### src/bspf_pkg.sv
package bspf_pkg;

  // Register reset values.
  localparam logic [7:0] PREAMBLE_RST = 8'd170;
  localparam logic [7:0] END_RST      = 8'd153;
  localparam logic [7:0] ESCAPE_RST   = 8'd85;
  localparam logic [7:0] MASK_RST     = 8'd32;

  // Configuration register indexes.
  typedef enum logic [1:0] {
    REG_PREAMBLE = 2'd0,
    REG_END      = 2'd1,
    REG_ESCAPE   = 2'd2,
    REG_MASK     = 2'd3
  } cfg_reg_t;

  // Tokens of a frame in line order; each token is one byte, possibly escaped.
  typedef enum logic [2:0] {
    TOK_PRE    = 3'd0,
    TOK_LEN    = 3'd1,
    TOK_DATA   = 3'd2,
    TOK_CRC_LO = 3'd3,
    TOK_CRC_HI = 3'd4,
    TOK_END    = 3'd5
  } tok_t;

  // Bit positions inside the escape flag vector.
  localparam int ESC_LEN    = 0;
  localparam int ESC_DATA   = 1;
  localparam int ESC_CRC_LO = 2;
  localparam int ESC_CRC_HI = 3;

  typedef struct packed {
    logic [7:0] preamble;
    logic [7:0] end_byte;
    logic [7:0] escape;
    logic [7:0] mask;
  } cfg_t;

  // Everything the serializer needs to emit the results of one input item.
  typedef struct packed {
    tok_t        first;
    logic        tail;
    logic [7:0]  len;
    logic [7:0]  data;
    logic [15:0] crc;
    logic [3:0]  esc;
  } frame_t;

  function automatic logic needs_esc(input logic [7:0] b, input cfg_t c);
    needs_esc = (b == c.preamble) || (b == c.end_byte) || (b == c.escape);
  endfunction

endpackage

### src/bspf_ser.sv
module bspf_ser (
  input  logic              clk,
  input  logic              rst_n,
  input  logic              load,
  input  bspf_pkg::frame_t  frame,
  input  bspf_pkg::cfg_t    cfg,
  output logic              ready,
  output logic              out_tvalid,
  input  logic              out_tready,
  output logic [7:0]        out_tdata,
  output logic              out_tuser,
  output logic              out_tlast
);

  logic             busy_r, busy_nxt;
  bspf_pkg::frame_t fr_r, fr_nxt;
  bspf_pkg::tok_t   idx_r, idx_nxt;
  logic             half_r, half_nxt;
  logic             out_valid_r, out_valid_nxt;
  logic [7:0]       out_data_r, out_data_nxt;
  logic             out_done_r, out_done_nxt;
  logic             out_last_r, out_last_nxt;

  logic [7:0] tok_val;
  logic       tok_esc;
  logic [7:0] emit_byte;
  logic       tok_done;
  logic       last_tok;
  logic       step;

  always_comb begin
    tok_val = cfg.end_byte;
    tok_esc = 1'b0;
    case (idx_r)
      bspf_pkg::TOK_PRE: begin
        tok_val = cfg.preamble;
      end
      bspf_pkg::TOK_LEN: begin
        tok_val = fr_r.len;
        tok_esc = fr_r.esc[bspf_pkg::ESC_LEN];
      end
      bspf_pkg::TOK_DATA: begin
        tok_val = fr_r.data;
        tok_esc = fr_r.esc[bspf_pkg::ESC_DATA];
      end
      bspf_pkg::TOK_CRC_LO: begin
        tok_val = fr_r.crc[7:0];
        tok_esc = fr_r.esc[bspf_pkg::ESC_CRC_LO];
      end
      bspf_pkg::TOK_CRC_HI: begin
        tok_val = fr_r.crc[15:8];
        tok_esc = fr_r.esc[bspf_pkg::ESC_CRC_HI];
      end
      default: begin
        tok_val = cfg.end_byte;
        tok_esc = 1'b0;
      end
    endcase
  end

  // An escaped token takes two line bytes: the escape value, then the masked value.
  assign emit_byte = !tok_esc ? tok_val : (half_r ? (tok_val ^ cfg.mask) : cfg.escape);
  assign tok_done  = !tok_esc || half_r;
  assign last_tok  = fr_r.tail ? (idx_r == bspf_pkg::TOK_END) : (idx_r == bspf_pkg::TOK_DATA);
  assign step      = busy_r && (!out_valid_r || out_tready);
  assign ready     = !busy_r || (step && tok_done && last_tok);

  always_comb begin
    busy_nxt      = busy_r;
    fr_nxt        = fr_r;
    idx_nxt       = idx_r;
    half_nxt      = half_r;
    out_valid_nxt = out_valid_r;
    out_data_nxt  = out_data_r;
    out_done_nxt  = out_done_r;
    out_last_nxt  = out_last_r;

    if (step) begin
      out_valid_nxt = 1'b1;
      out_data_nxt  = emit_byte;
      out_done_nxt  = (idx_r == bspf_pkg::TOK_END);
      out_last_nxt  = tok_done && last_tok;
    end else if (out_tready) begin
      out_valid_nxt = 1'b0;
    end

    if (load) begin
      busy_nxt = 1'b1;
      fr_nxt   = frame;
      idx_nxt  = frame.first;
      half_nxt = 1'b0;
    end else if (step) begin
      if (tok_done) begin
        half_nxt = 1'b0;
        if (last_tok) begin
          busy_nxt = 1'b0;
        end else begin
          idx_nxt = bspf_pkg::tok_t'(idx_r + 3'd1);
        end
      end else begin
        half_nxt = 1'b1;
      end
    end
  end

  always_ff @(posedge clk) begin
    if (!rst_n) begin
      busy_r      <= 1'b0;
      idx_r       <= bspf_pkg::TOK_PRE;
      half_r      <= 1'b0;
      out_valid_r <= 1'b0;
    end else begin
      busy_r      <= busy_nxt;
      idx_r       <= idx_nxt;
      half_r      <= half_nxt;
      out_valid_r <= out_valid_nxt;
    end
  end

  always_ff @(posedge clk) begin
    fr_r       <= fr_nxt;
    out_data_r <= out_data_nxt;
    out_done_r <= out_done_nxt;
    out_last_r <= out_last_nxt;
  end

  assign out_tvalid = out_valid_r;
  assign out_tdata  = out_data_r;
  assign out_tuser  = out_done_r;
  assign out_tlast  = out_last_r;

endmodule

### src/byte_stuffed_packet_framer_core.sv
// Channel  Direction  Handshake              Contents
// in_      slave      in_tvalid/in_tready    one payload byte, start flag, length, CRC
// out_     master     out_tvalid/out_tready  one line byte, end marker flag, last flag
// cfg_     slave      cfg_valid/cfg_ready    register index and 8-bit write data
//
// An accepted item sits in the input register, is decoded into a frame descriptor
// and loaded into the serializer, whose output register then holds its first line byte.
// One line byte goes out per cycle while the output is not stalled, and an item causes
// 1 to 10 line bytes; a dropped item causes none and does not wait for the serializer.
// A stalled output holds its byte and stops the serializer, and then the input.
// Reset is synchronous on rst_n and clears all handshake and packet state.
module byte_stuffed_packet_framer_core (
  input  logic        clk,
  input  logic        rst_n,

  input  logic        in_tvalid,
  output logic        in_tready,
  input  logic [31:0] in_tdata,   // [7:0] payload_byte, [15:8] packet_length, [31:16] packet_crc
  input  logic        in_tuser,   // [0] starts_packet

  output logic        out_tvalid,
  input  logic        out_tready,
  output logic [7:0]  out_tdata,  // [7:0] line_byte
  output logic        out_tuser,  // [0] frame_done
  output logic        out_tlast,  // last_of_run

  input  logic        cfg_valid,
  output logic        cfg_ready,
  input  logic [1:0]  cfg_index,
  input  logic [7:0]  cfg_data
);

  // Configuration registers.
  bspf_pkg::cfg_t cfg_r, cfg_nxt;

  // Input register.
  logic        in_valid_r, in_valid_nxt;
  logic [7:0]  in_data_r;
  logic        in_start_r;
  logic [7:0]  in_len_r;
  logic [15:0] in_crc_r;

  // Packet state.
  logic        open_r, open_nxt;
  logic [7:0]  rem_r, rem_nxt;
  logic [15:0] crc_r, crc_nxt;

  logic             accept;
  logic             advance;
  logic             emit;
  logic             tail;
  logic [7:0]       rem_dec;
  logic [15:0]      crc_use;
  logic             ser_ready;
  bspf_pkg::frame_t frame;

  // Registers are always writable; the user must change them only while the block is idle, which it does not enforce.
  assign cfg_ready = 1'b1;

  always_comb begin
    cfg_nxt = cfg_r;
    if (cfg_valid) begin
      case (bspf_pkg::cfg_reg_t'(cfg_index))
        bspf_pkg::REG_PREAMBLE: cfg_nxt.preamble = cfg_data;
        bspf_pkg::REG_END:      cfg_nxt.end_byte = cfg_data;
        bspf_pkg::REG_ESCAPE:   cfg_nxt.escape   = cfg_data;
        bspf_pkg::REG_MASK:     cfg_nxt.mask     = cfg_data;
        default:                cfg_nxt          = cfg_r;
      endcase
    end
  end

  // A start item with zero length, or a plain byte outside a packet, emits nothing.
  // Such items leave the input register without waiting for the serializer.
  assign emit    = in_start_r ? (in_len_r != 8'd0) : open_r;
  assign rem_dec = (in_start_r ? in_len_r : rem_r) - 8'd1;
  assign tail    = emit && (rem_dec == 8'd0);
  assign crc_use = in_start_r ? in_crc_r : crc_r;
  assign advance = in_valid_r && (ser_ready || !emit);
  assign accept  = in_tvalid && in_tready;
  assign in_tready = !in_valid_r || advance;

  always_comb begin
    frame.first = in_start_r ? bspf_pkg::TOK_PRE : bspf_pkg::TOK_DATA;
    frame.tail  = tail;
    frame.len   = in_len_r;
    frame.data  = in_data_r;
    frame.crc   = crc_use;
    frame.esc   = '0;
    frame.esc[bspf_pkg::ESC_LEN]    = bspf_pkg::needs_esc(in_len_r, cfg_r);
    frame.esc[bspf_pkg::ESC_DATA]   = bspf_pkg::needs_esc(in_data_r, cfg_r);
    frame.esc[bspf_pkg::ESC_CRC_LO] = bspf_pkg::needs_esc(crc_use[7:0], cfg_r);
    frame.esc[bspf_pkg::ESC_CRC_HI] = bspf_pkg::needs_esc(crc_use[15:8], cfg_r);
  end

  // Packet state moves when an item leaves the input register. A start item always
  // abandons any open frame; the packet closes after its last payload byte.
  always_comb begin
    in_valid_nxt = in_valid_r;
    open_nxt     = open_r;
    rem_nxt      = rem_r;
    crc_nxt      = crc_r;
    if (advance) begin
      in_valid_nxt = 1'b0;
      open_nxt     = emit && !tail;
      rem_nxt      = (emit && !tail) ? rem_dec : 8'd0;
      if (in_start_r && (in_len_r != 8'd0)) begin
        crc_nxt = in_crc_r;
      end
    end
    if (accept) begin
      in_valid_nxt = 1'b1;
    end
  end

  always_ff @(posedge clk) begin
    if (!rst_n) begin
      cfg_r.preamble <= bspf_pkg::PREAMBLE_RST;
      cfg_r.end_byte <= bspf_pkg::END_RST;
      cfg_r.escape   <= bspf_pkg::ESCAPE_RST;
      cfg_r.mask     <= bspf_pkg::MASK_RST;
      in_valid_r     <= 1'b0;
      open_r         <= 1'b0;
      rem_r          <= 8'd0;
      crc_r          <= 16'd0;
    end else begin
      cfg_r      <= cfg_nxt;
      in_valid_r <= in_valid_nxt;
      open_r     <= open_nxt;
      rem_r      <= rem_nxt;
      crc_r      <= crc_nxt;
    end
  end

  always_ff @(posedge clk) begin
    if (accept) begin
      in_data_r  <= in_tdata[7:0];
      in_len_r   <= in_tdata[15:8];
      in_crc_r   <= in_tdata[31:16];
      in_start_r <= in_tuser;
    end
  end

  bspf_ser u_ser (
    .clk        (clk),
    .rst_n      (rst_n),
    .load       (advance && emit),
    .frame      (frame),
    .cfg        (cfg_r),
    .ready      (ser_ready),
    .out_tvalid (out_tvalid),
    .out_tready (out_tready),
    .out_tdata  (out_tdata),
    .out_tuser  (out_tuser),
    .out_tlast  (out_tlast)
  );

endmodule

### config.mk
export PLATFORM = sky130hd
export DESIGN_NAME = byte_stuffed_packet_framer_core
export DESIGN_NICKNAME = d
export VERILOG_FILES = /design/src/bspf_pkg.sv /design/src/bspf_ser.sv /design/src/byte_stuffed_packet_framer_core.sv
export SDC_FILE = /design/constraint.sdc
export NUM_CORES = 1
export LEC_CHECK = 0
export BUFFER_PORTS_ARGS = -buffer_cell sky130_fd_sc_hd__buf_2
export CAP_MARGIN = 10
export CORE_MARGIN = 4
export CORE_UTILIZATION = 60
export CTS_BUF_LIST = sky130_fd_sc_hd__clkbuf_8
export CTS_CLUSTER_SIZE = 16
export DETAILED_ROUTE_END_ITERATION = 16
export PLACE_DENSITY = 0.8
export SLEW_MARGIN = 40
export SYNTH_ARGS = -nofsm -noshare
export SYNTH_HDL_FRONTEND = slang
export SYNTH_SLANG_ARGS = --single-unit
### constraint.sdc
create_clock -name clk -period 8.56 [get_ports clk]
set_input_delay 1.284 -clock clk [delete_from_list [all_inputs] [get_ports clk]]
set_output_delay 1.284 -clock clk [all_outputs]
set_load 0.02 [all_outputs]
; Word level (Yosys, flattened, before mapping)
; Index checks and enable logic that the tools add are counted.
[classes]
n_bitwise = 2
n_mux = 23
eq_ne = 21
n_reduce_logical = 46
n_addsub = 2
[op_table]
columns = cell, count
row1 = equality test 8 bit, 12
row2 = case mux 8 bit (5 select lines), 1
row3 = two-way mux 8 bit, 4
row4 = two-way mux 16 bit, 1
row5 = logical OR 1 bit, 13
row6 = two-way mux 3 bit, 4
row7 = two-way mux 1 bit, 11
row8 = logical AND 1 bit, 10
row9 = AND reduction 2 bit, 5
row10 = nonzero test 2 bit, 5
row11 = zero test 8 bit, 1
row12 = nonzero test 8 bit, 1
row13 = subtractor 8 x 1 -> 8 bit (second input constant), 1
row14 = XOR 8 bit, 1
row15 = equality test 3 x 2 -> 1 bit (second input constant), 2
row16 = equality test 3 bit (second input constant), 2
row17 = zero test 1 bit, 6
row18 = AND reduction 3 bit, 2
row19 = equality test 2 bit (second input constant), 2
row20 = case mux 1 bit (4 select lines), 1
row21 = adder 3 x 1 -> 3 bit (second input constant), 1
row22 = equality test 3 x 1 -> 1 bit (second input constant), 1
row23 = zero test 3 bit, 1
row24 = equality test 2 x 1 -> 1 bit (second input constant), 1
row25 = 5 further kinds, 5
[word_totals]
register_bits = 144
wordCells = 118
output_inout_bits = 13
in_bits = 48

; Depth between registers and ports, before layout
; Gate-level depths: netlist of run 1.
[logic_depth]
word_depth = 12
depth_mapped = 11
depth_no_buf = 8

; Modules after synthesis
; From an unflattened synthesis of run 1, not the netlist that was laid out.
[unflattened]
cells_unflattened = 698
area_unflattened_um2 = 7648.6
[modules_own_cells]
columns = module, seq_area_each_um2, area_per_inst_um2, instances, cells_per_inst
row1 = byte_stuffed_packet_framer_core, 2152.1, 5093.6, 1, 508
row2 = bspf_ser, 1531.5, 2555.0, 1, 190

; Worst setup path before layout of run 1
; Ideal clock, no wire load.
[synth_timing]
path_kind = input port to flip-flop
from = input port out_tready
to = register in_crc_r[0] (enable)
setup_time_ns = 0.427
stages = 5
t_arrival_ns = 3.319
n_path_buf = 0
required_ns = 8.133
path_slack_ns = 4.814
cell_sequence = nor2b_1 > o21ai_2 > and2_4 > nor2b_1 > nor2b_1
[synth_via]
elab_chain_len = 9
[synth_rtl]
columns = item, line_no
row1 = from (decl), byte_stuffed_packet_framer_core.sv:22  ; input logic out_tready,
row2 = logical OR 1 bit, bspf_ser.sv:65  ; assign step = busy_r && (!out_valid_r || out_tready);
row3 = logical AND 1 bit, bspf_ser.sv:65
row4 = logical AND 1 bit (2 in a row), bspf_ser.sv:66  ; assign ready = !busy_r || (step && tok_done && last_tok);
row5 = logical OR 1 bit, bspf_ser.sv:66
row6 = logical OR 1 bit, byte_stuffed_packet_framer_core.sv:79  ; assign advance = in_valid_r && (ser_ready || !emit);
row7 = logical AND 1 bit, byte_stuffed_packet_framer_core.sv:79
row8 = logical OR 1 bit, byte_stuffed_packet_framer_core.sv:81  ; assign in_tready = !in_valid_r || advance;
row9 = logical AND 1 bit, byte_stuffed_packet_framer_core.sv:80  ; assign accept = in_tvalid && in_tready;
row10 = via accept, byte_stuffed_packet_framer_core.sv:48  ; logic accept;
row11 = to (signal assigned), byte_stuffed_packet_framer_core.sv:139  ; in_crc_r <= in_tdata[31:16];
row12 = to (decl), byte_stuffed_packet_framer_core.sv:41  ; logic [15:0] in_crc_r;
; The timed path passes the listed nets, and every way through them passes these cells.
; A chain may end at the register's enable or synchronous reset.

; Final worst setup path of run 1
[layout_timing]
from = register u_ser.idx_r[0]
to = output port in_tready
[layout_via]
elab_chain_len = 10
elab_cells_between_ends = 15
cone_classes = eq/ne: 5 / mux: 2 / reduce/logical: 8
[layout_rtl]
columns = item, line_no
row1 = from (decl), bspf_ser.sv:17  ; bspf_pkg::tok_t idx_r, idx_nxt;
row2 = from (signal assigned), bspf_ser.sv:109  ; idx_r <= bspf_pkg::TOK_PRE;
row3 = from (signal assigned), bspf_ser.sv:114  ; idx_r <= idx_nxt;
row4 = equality test 3 bit (tied with other cells), bspf_ser.sv:34  ; case (idx_r)
row5 = case mux 1 bit (4 select lines), bspf_ser.sv:34
row6 = zero test 1 bit, bspf_ser.sv:63  ; assign tok_done = !tok_esc || half_r;
row7 = logical OR 1 bit, bspf_ser.sv:63
row8 = logical AND 1 bit, bspf_ser.sv:66
row9 = logical AND 1 bit *, bspf_ser.sv:66
row10 = logical OR 1 bit *, bspf_ser.sv:66
row11 = logical OR 1 bit *, byte_stuffed_packet_framer_core.sv:79
row12 = logical AND 1 bit *, byte_stuffed_packet_framer_core.sv:79
row13 = logical OR 1 bit *, byte_stuffed_packet_framer_core.sv:81
row14 = to (decl), byte_stuffed_packet_framer_core.sv:17  ; output logic in_tready,
; Mark *: on every way between the ends. The rest lies on a longest branch, timed or not.

==> flow_summary.json, run 1 <==
{
  "status": "completed",
  "crit_required_ps": 7280,
  "cts_buffers": 17,
  "grt_pass1_vias": 5127,
  "cp_max_fo": 11,
  "clk_latency_ps": 470,
  "fmax_ghz": 0.230,
  "synth-async-reset-ratio": 0,
  "num_rows": 40,
  "htree_num_levels": 4,
  "fin_nets": 778,
  "max_cap_viol_count": 0,
  "die_area_um2": 14200,
  "post-cts-setup-buffer-count": 0,
  "synth-main-ff-cell": "edfxtp_1",
  "power_density_nw_per_um2": 195,
  "synth.net_count": 754,
  "clockRootBuffer": "clkbuf_8",
  "antenna_cells": 0,
  "ant_nets": 0,
  "design.core.area_um2": 12100,
  "grt_util_met2": 0.421,
  "path_class": "register to primary output",
  "grt-busiest-layer": "met2",
  "critPathSlowestCell": "or4b_1",
  "dieHeight_um": 119,
  "cp_top_family": "simple AND/OR/NAND/NOR gates",
  "boundaryPins": 61,
  "use_met3": 0.0655,
  "path_cells": "inv_1, ha_1, and2b_1, or4b_1, a21o_4, and2_4, nor2b_1, inv_1, buf_2",
  "cts_tree": "yes",
  "cts_hold_buf": 0,
  "dpl.cell_count": 872,
  "rsz0062_at_grt": "false",
  "max_stage_delay_ps": 500,
  "slew_violations": 0,
  "max-vdd-ir-drop_uv": 147,
  "hold_path_class": "register to register",
  "clkTransAtPathRegs_ps": 80,
  "synth_seq_cells": 144,
  "fillerInstances": 892,
  "yosysSeqAreaShare": 0.496,
  "cp-start-kind": "register",
  "cts_sinks": 144,
  "slew_headroom": 0.454,
  "synth-edff-count": 80,
  "p_total_mw": 1.57,
  "grt_pass1_wl_mm": 28.0,
  "dr.first_iter.drc_count": 504,
  "globalplace.congestion": 0.875,
  "drc": 0,
  "period_share": 0.509,
  "cts_resized": 0,
  "tightest_slew_ps": 817,
  "area_growth_pct": 8.80,
  "crit_arrival_ps": 3070,
  "synth_area_per_cell_um2": 10.6,
  "ys_types": 73,
  "endpoint_kind": "primary output",
  "setup_tns_ps": 0,
  "firstDrtPassIters": 6,
  "grt_overflow": 0,
  "synth_area_um2": 7430,
  "final_cell_count_no_fill": 904,
  "setup_viol": 0,
  "start_util": 0.616,
  "crit_top_cell": "inv_1",
  "track_usage": 0.261,
  "p_leak_nw": 3.05,
  "critPathBufInv": 3,
  "clock_skew_ps": 9.29,
  "wl_per_cell_um": 20.2,
  "hold_viol": 0,
  "dr_total_vias": 5453,
  "use_met1": 0.326,
  "antenna_found_initial": 0,
  "routed_wl_mm": 18.2,
  "dp_hpwl_mm": 12.6,
  "dieWidth_um": 119,
  "fin_crit_ps": 4350,
  "via_per_inst": 6.03,
  "clockBufferDepth": 2,
  "drive_gt1_frac": 0.158,
  "syn_inst": 699,
  "yosys_warnings": 0,
  "grt_max_degree": 50,
  "place.port_buffers": 59
}
==> metal layers <==
metal	up-vias	part of all wire
met5	-	0
met4	0	0.048
met3	71	0.088
met2	280	0.47
met1	2586	0.39
li1	2516	-
==> Yosys cell counts (all sizes together), types with 4 or more instances <==
master  count  area [µm²]
nand2      88         330
and2        4        30.0
nor3b       5        48.8
nand3      13        77.6
a21o        4        37.5
xor2       33         289
edfxtp     80        2400
buf        20         121
a22oi       8        73.8
dfxtp      64        1280
ha          7        87.6
inv        27         101
mux2i      59         591
nand4      13        81.3
a22o        4        35.0
nor4       13        87.6
clkbuf     37         140
o211ai      9        67.6
a221o       5        53.8
nor2b       7        43.8
xnor2      67         587
a21oi      23         138
a222oi      8        80.1
nor3       11        60.1
o21ai      16        83.8
nor2       34         128
==> through the flow <==
| step | hold slack, ps | utilization | setup WS, ps | instance area [µm²] |
|---|---|---|---|---|
| final | 463 | 0.670 | 4210 | 8080 |
| after global routing | 474 | 0.670 | 4110 | 8080 |
| after CTS | 466 | 0.669 | 4290 | 8070 |
| after detailed placement | 456 | 0.638 | 4780 | 7690 |
| after global placement | 442 | 0.638 | 4880 | 7690 |
| after floorplan | 421 | - | 4810 | 7430 |
==> power by group <==
part	total, mW	switching (mW)	internal, mW
sequential	0.815	0.0440	0.771
combinational	0.246	0.140	0.106
clock	0.511	0.251	0.260
total	1.57	0.435	1.14
==> worst paths after layout <==
check                               startpoint        end  slack (ps)  depth (start not counted)
worst max-delay path            u_ser.idx_r[0]  in_tready        4210                          9
worst min-delay path                  crc_r[9]   crc_r[9]         460                          2
worst max register to register      in_start_r   rem_r[1]        5310                          9
worst min register to register        crc_r[9]   crc_r[9]         460                          2
==> area by class of cell <==
type	instances	area (µm²)	share of cell area
tap	168	210	0.0260
inverter	28	106	0.0132
multi-input combinational	470	3390	0.419
clock inverter	14	125	0.0155
sequential	144	3680	0.456
timing repair buffer	62	320	0.0396
clock buffer	18	248	0.0307
==> sequential cells by signal (all words and copies together) (netlist names), 3 cells and up <==
| signal | cells |
|---|---|
| crc_r | 16 |
| in_len_r | 8 |
| u_ser.fr_r | 37 |
| u_ser.out_tdata | 8 |
| rem_r | 8 |
| in_data_r | 8 |
| in_crc_r | 16 |
| cfg_r | 32 |
| u_ser.idx_r | 3 |
==> worst min-delay path: stages, from the launching register on <==
cell and delay, ps:
dfxtp_1 320, nand2_1 50, mux2i_1 50
==> layout by cell type, fill, tap and decap left out, types with 10 or more instances in the layout <==
master and count:
nand4_1 13, inv_1 28, a21oi_1 21, nand3_1 12, xor2_1 33, nor3_1 10
nor4_1 12, nand2_1 88, nor2_1 34, dfxtp_1 64, edfxtp_1 80, mux2i_1 59
buf_2 58, clkbuf_8 18, xnor2_1 67
==> cells by family (layout without fill, tap and decap cells) <==
family / after synthesis / count (layout) / share of synthesized area
compound gates: 100 / 100 / 0.110
xor+xnor: 100 / 100 / 0.118
fa+ha+maj: 7 / 7 / 0.0118
buf+inv: 85 / 122 / 0.0494
flops: 144 / 144 / 0.496
mux: 59 / 59 / 0.0795
other cells: 1 / 1 / 0.000505
simple gates: 203 / 203 / 0.135
(Power assumes the default switching activity.)
==> inputs of run 2 (changes only) <==
--- a/config.mk
+++ b/config.mk
@@ -5,6 +5,7 @@
 export SDC_FILE = /design/constraint.sdc
 export NUM_CORES = 1
 export LEC_CHECK = 0
+export ABC_AREA = 1
 export BUFFER_PORTS_ARGS = -buffer_cell sky130_fd_sc_hd__buf_2
 export CAP_MARGIN = 10
 export CORE_MARGIN = 4
==> constraint.sdc (replaced) <==
create_clock -name clk -period 4.4 [get_ports clk]
set_input_delay 0.66 -clock clk [delete_from_list [all_inputs] [get_ports clk]]
set_output_delay 0.66 -clock clk [all_outputs]
set_load 0.02 [all_outputs]
==> flow_summary.json, run 2 <==
{
  "synth-async-reset-ratio": 0,
  "cts_tree": "yes",
  "synth_top_area_cell": "edfxtp_1",
  "slew_headroom": 0.546,
  "synth_seq_cells": 144,
  "start_util": 0.625,
  "via_per_inst": 5.49,
  "yosys_warnings": 0,
  "regMostFlops": "u_ser.fr_r",
  "synth_area_per_cell_um2": 8.37,
  "critPathSlowestCell": "dfxtp_1",
  "clkTransAtPathRegs_ps": 80,
  "fillerInstances": 1051,
  "dieHeight_um": 121,
  "cp-start-kind": "register",
  "cts_resized": 0,
  "synth-edff-count": 80,
  "clk_latency_ps": 450,
  "p_seq_frac": 0.505,
  "crit_required_ps": 3740,
  "synthTopCellsByCount": "nand2_1, inv_1, edfxtp_1, dfxtp_1, nand3_1",
  "min_to": "in_crc_r[15]",
  "cts_buffers": 17,
  "largestRegisters": "u_ser.fr_r x37, cfg_r x32",
  "max_cap_viol_count": 0,
  "holdPathStages": 1,
  "power_density_nw_per_um2": 371,
  "antenna_found_initial": 0,
  "wl_per_cell_um": 17.1,
  "design.core.area_um2": 12200,
  "synth.net_count": 967,
  "layout_common_cells": "nand2_1, inv_1, edfxtp_1",
  "cp_max_fo": 9,
  "cp_top_family": "simple AND/OR/NAND/NOR gates",
  "yosys-top-cells-area": "edfxtp_1, dfxtp_1, nand2_1",
  "grt_overflow": 0,
  "antenna_cells": 0,
  "setup_tns_ps": 0,
  "path_class": "register to primary output",
  "fin_crit_ps": 3120,
  "dr.first_iter.drc_count": 486,
  "fin_area_um2": 8350,
  "setup_viol": 0,
  "track_usage": 0.278,
  "firstDrtPassIters": 5,
  "yosysTopAreaCellShare": 0.315,
  "r2r-end": "in_data_r[6]",
  "htree_num_levels": 4,
  "synth-main-ff-cell": "edfxtp_1",
  "cts_hold_buf": 0,
  "fin_nets": 1013,
  "intPower_mw": 2.21,
  "min-delay-start": "in_tdata[31]",
  "ys_types": 41,
  "max_stage_delay_ps": 390,
  "final_cell_count_no_fill": 1139,
  "status": "completed",
  "period_share": 0.709,
  "post-cts-setup-buffer-count": 0,
  "die_area_um2": 14600,
  "rr_worst_depth": 15,
  "crit_top_cell": "nand2_1",
  "p_clk_frac": 0.344,
  "hold_viol": 0,
  "num_rows": 40,
  "ant_nets": 0,
  "synth_area_um2": 7630,
  "p_sw_frac": 0.285,
  "globalplace.congestion": 0.979,
  "clock_skew_ps": 10.1,
  "crit_arrival_ps": 2460,
  "clockBufferDepth": 2,
  "layout_commonest_cell": "nand2_1",
  "r2r_start": "u_ser.idx_r[2]",
  "boundaryPins": 61,
  "clockRootBuffer": "clkbuf_8",
  "critPathBufInv": 3,
  "grt_max_degree": 52,
  "p_leak_nw": 3.69,
  "reg2reg_slack_ps": 1740,
  "grt_pass1_wl_mm": 30.7,
  "dieWidth_um": 121,
  "endpoint_kind": "primary output",
  "dpl.cell_count": 1107,
  "syn_inst": 912,
  "tightest_slew_ps": 671,
  "hold_path_class": "input pin to register",
  "slew_violations": 0,
  "dr_total_vias": 6248,
  "routed_wl_mm": 19.4,
  "place.port_buffers": 59,
  "synth.most_common_cell": "nand2_1",
  "drive_gt1_frac": 0.126,
  "path_cells": "ha_1, ha_1, nand2_1, nand2_1, inv_1, nand2_1, nand3_2, nand3_2, nand2_1, inv_1, nand3_1, buf_2",
  "dp_hpwl_mm": 14.5,
  "rsz0062_at_grt": "false",
  "p_sw_uw": 882,
  "max-vdd-ir-drop_uv": 208,
  "yosysSeqAreaShare": 0.483,
  "area_growth_pct": 9.40,
  "pwr-share-comb": 0.150,
  "fmax_ghz": 0.321,
  "drc": 0,
  "grt_pass1_vias": 5794,
  "cts_sinks": 144,
  "largest_reg_flops": 37,
  "post_dp_cell_area_um2": 7940
}
-- run 2: cell count changes in the layout (fill, tap and decap cells not counted), moves of 15 or more --
| cell | before | now |
|---|---|---|
| inv_1 | 28 | 138 |
| xor2_1 | 33 | 48 |
| nand3_1 | 12 | 64 |
| mux2i_1 | 59 | 0 |
| nand2_1 | 88 | 227 |
| xnor2_1 | 67 | 24 |
| a21oi_1 | 21 | 48 |
| o21ai_0 | 8 | 29 |
-- run 2: metrics by stage --
step           power [mW]  utilization  hold WS, ps  setup slack [ps]
2_1_floorplan        1.92            -          442              1620
3_5_place_dp         2.05        0.651          457              1660
3_3_place_gp         2.04        0.650          454              1550
5_1_grt              3.25        0.684          344              1080
6_report             3.10        0.684          377              1280
4_1_cts              3.11        0.684          345              1260
-- run 2: logic make-up (layout without fill, tap and decap cells) --
group / count (synthesis) / in the layout / share of synthesized area
XOR/XNOR: 72 / 72 / 0.0826
AND/OR/NAND/NOR: 373 / 373 / 0.218
buffers and inverters: 180 / 239 / 0.101
other: 1 / 1 / 0.000491
flip-flops: 144 / 144 / 0.483
AO/OA/AOI/OAI: 135 / 135 / 0.104
adder cells (fa/ha/maj): 7 / 7 / 0.0115
-- run 2: how the worst max path moves through the flow --
| stage | startpoint | end | cells after the start |
|---|---|---|---|
| global route | u_ser.idx_r[0] | in_tready | 12 |
| detailed placement | out_tready | in_data_r[5] | 12 |
| CTS | u_ser.idx_r[0] | in_tready | 12 |
| floorplan | u_ser.idx_r[0] | in_crc_r[0] | 14 |
| global placement | out_tready | u_ser.fr_r[31] | 9 |
| finish | u_ser.idx_r[0] | in_tready | 12 |
-- run 2: cell type report --
class,count,area (µm²),share of cell area
multi-input cells,588,3180,0.381
flip-flops and latches,144,3680,0.441
well taps,168,210,0.0252
clock buffers,17,234,0.0280
repair buffers,63,325,0.0390
inverters,144,546,0.0654
clock inverters,15,169,0.0202
-- run 2: per-layer routing --
layer  share of wire  track usage  routed length [µm]
met2            0.47        0.427                9120
met5               0            0                   0
met1            0.41        0.375                8050
met3           0.088       0.0683                1710
met4           0.029        0.125                 562
-- run 2: power groups by stage --
stage | combinational, mW | clock (mW) | sequential (mW)
2_1_floorplan | 0.356 | 0 | 1.56
3_3_place_gp | 0.447 | 0 | 1.59
3_5_place_dp | 0.458 | 0 | 1.59
4_1_cts | 0.461 | 1.09 | 1.56
5_1_grt | 0.522 | 1.15 | 1.57
6_report | 0.465 | 1.07 | 1.56
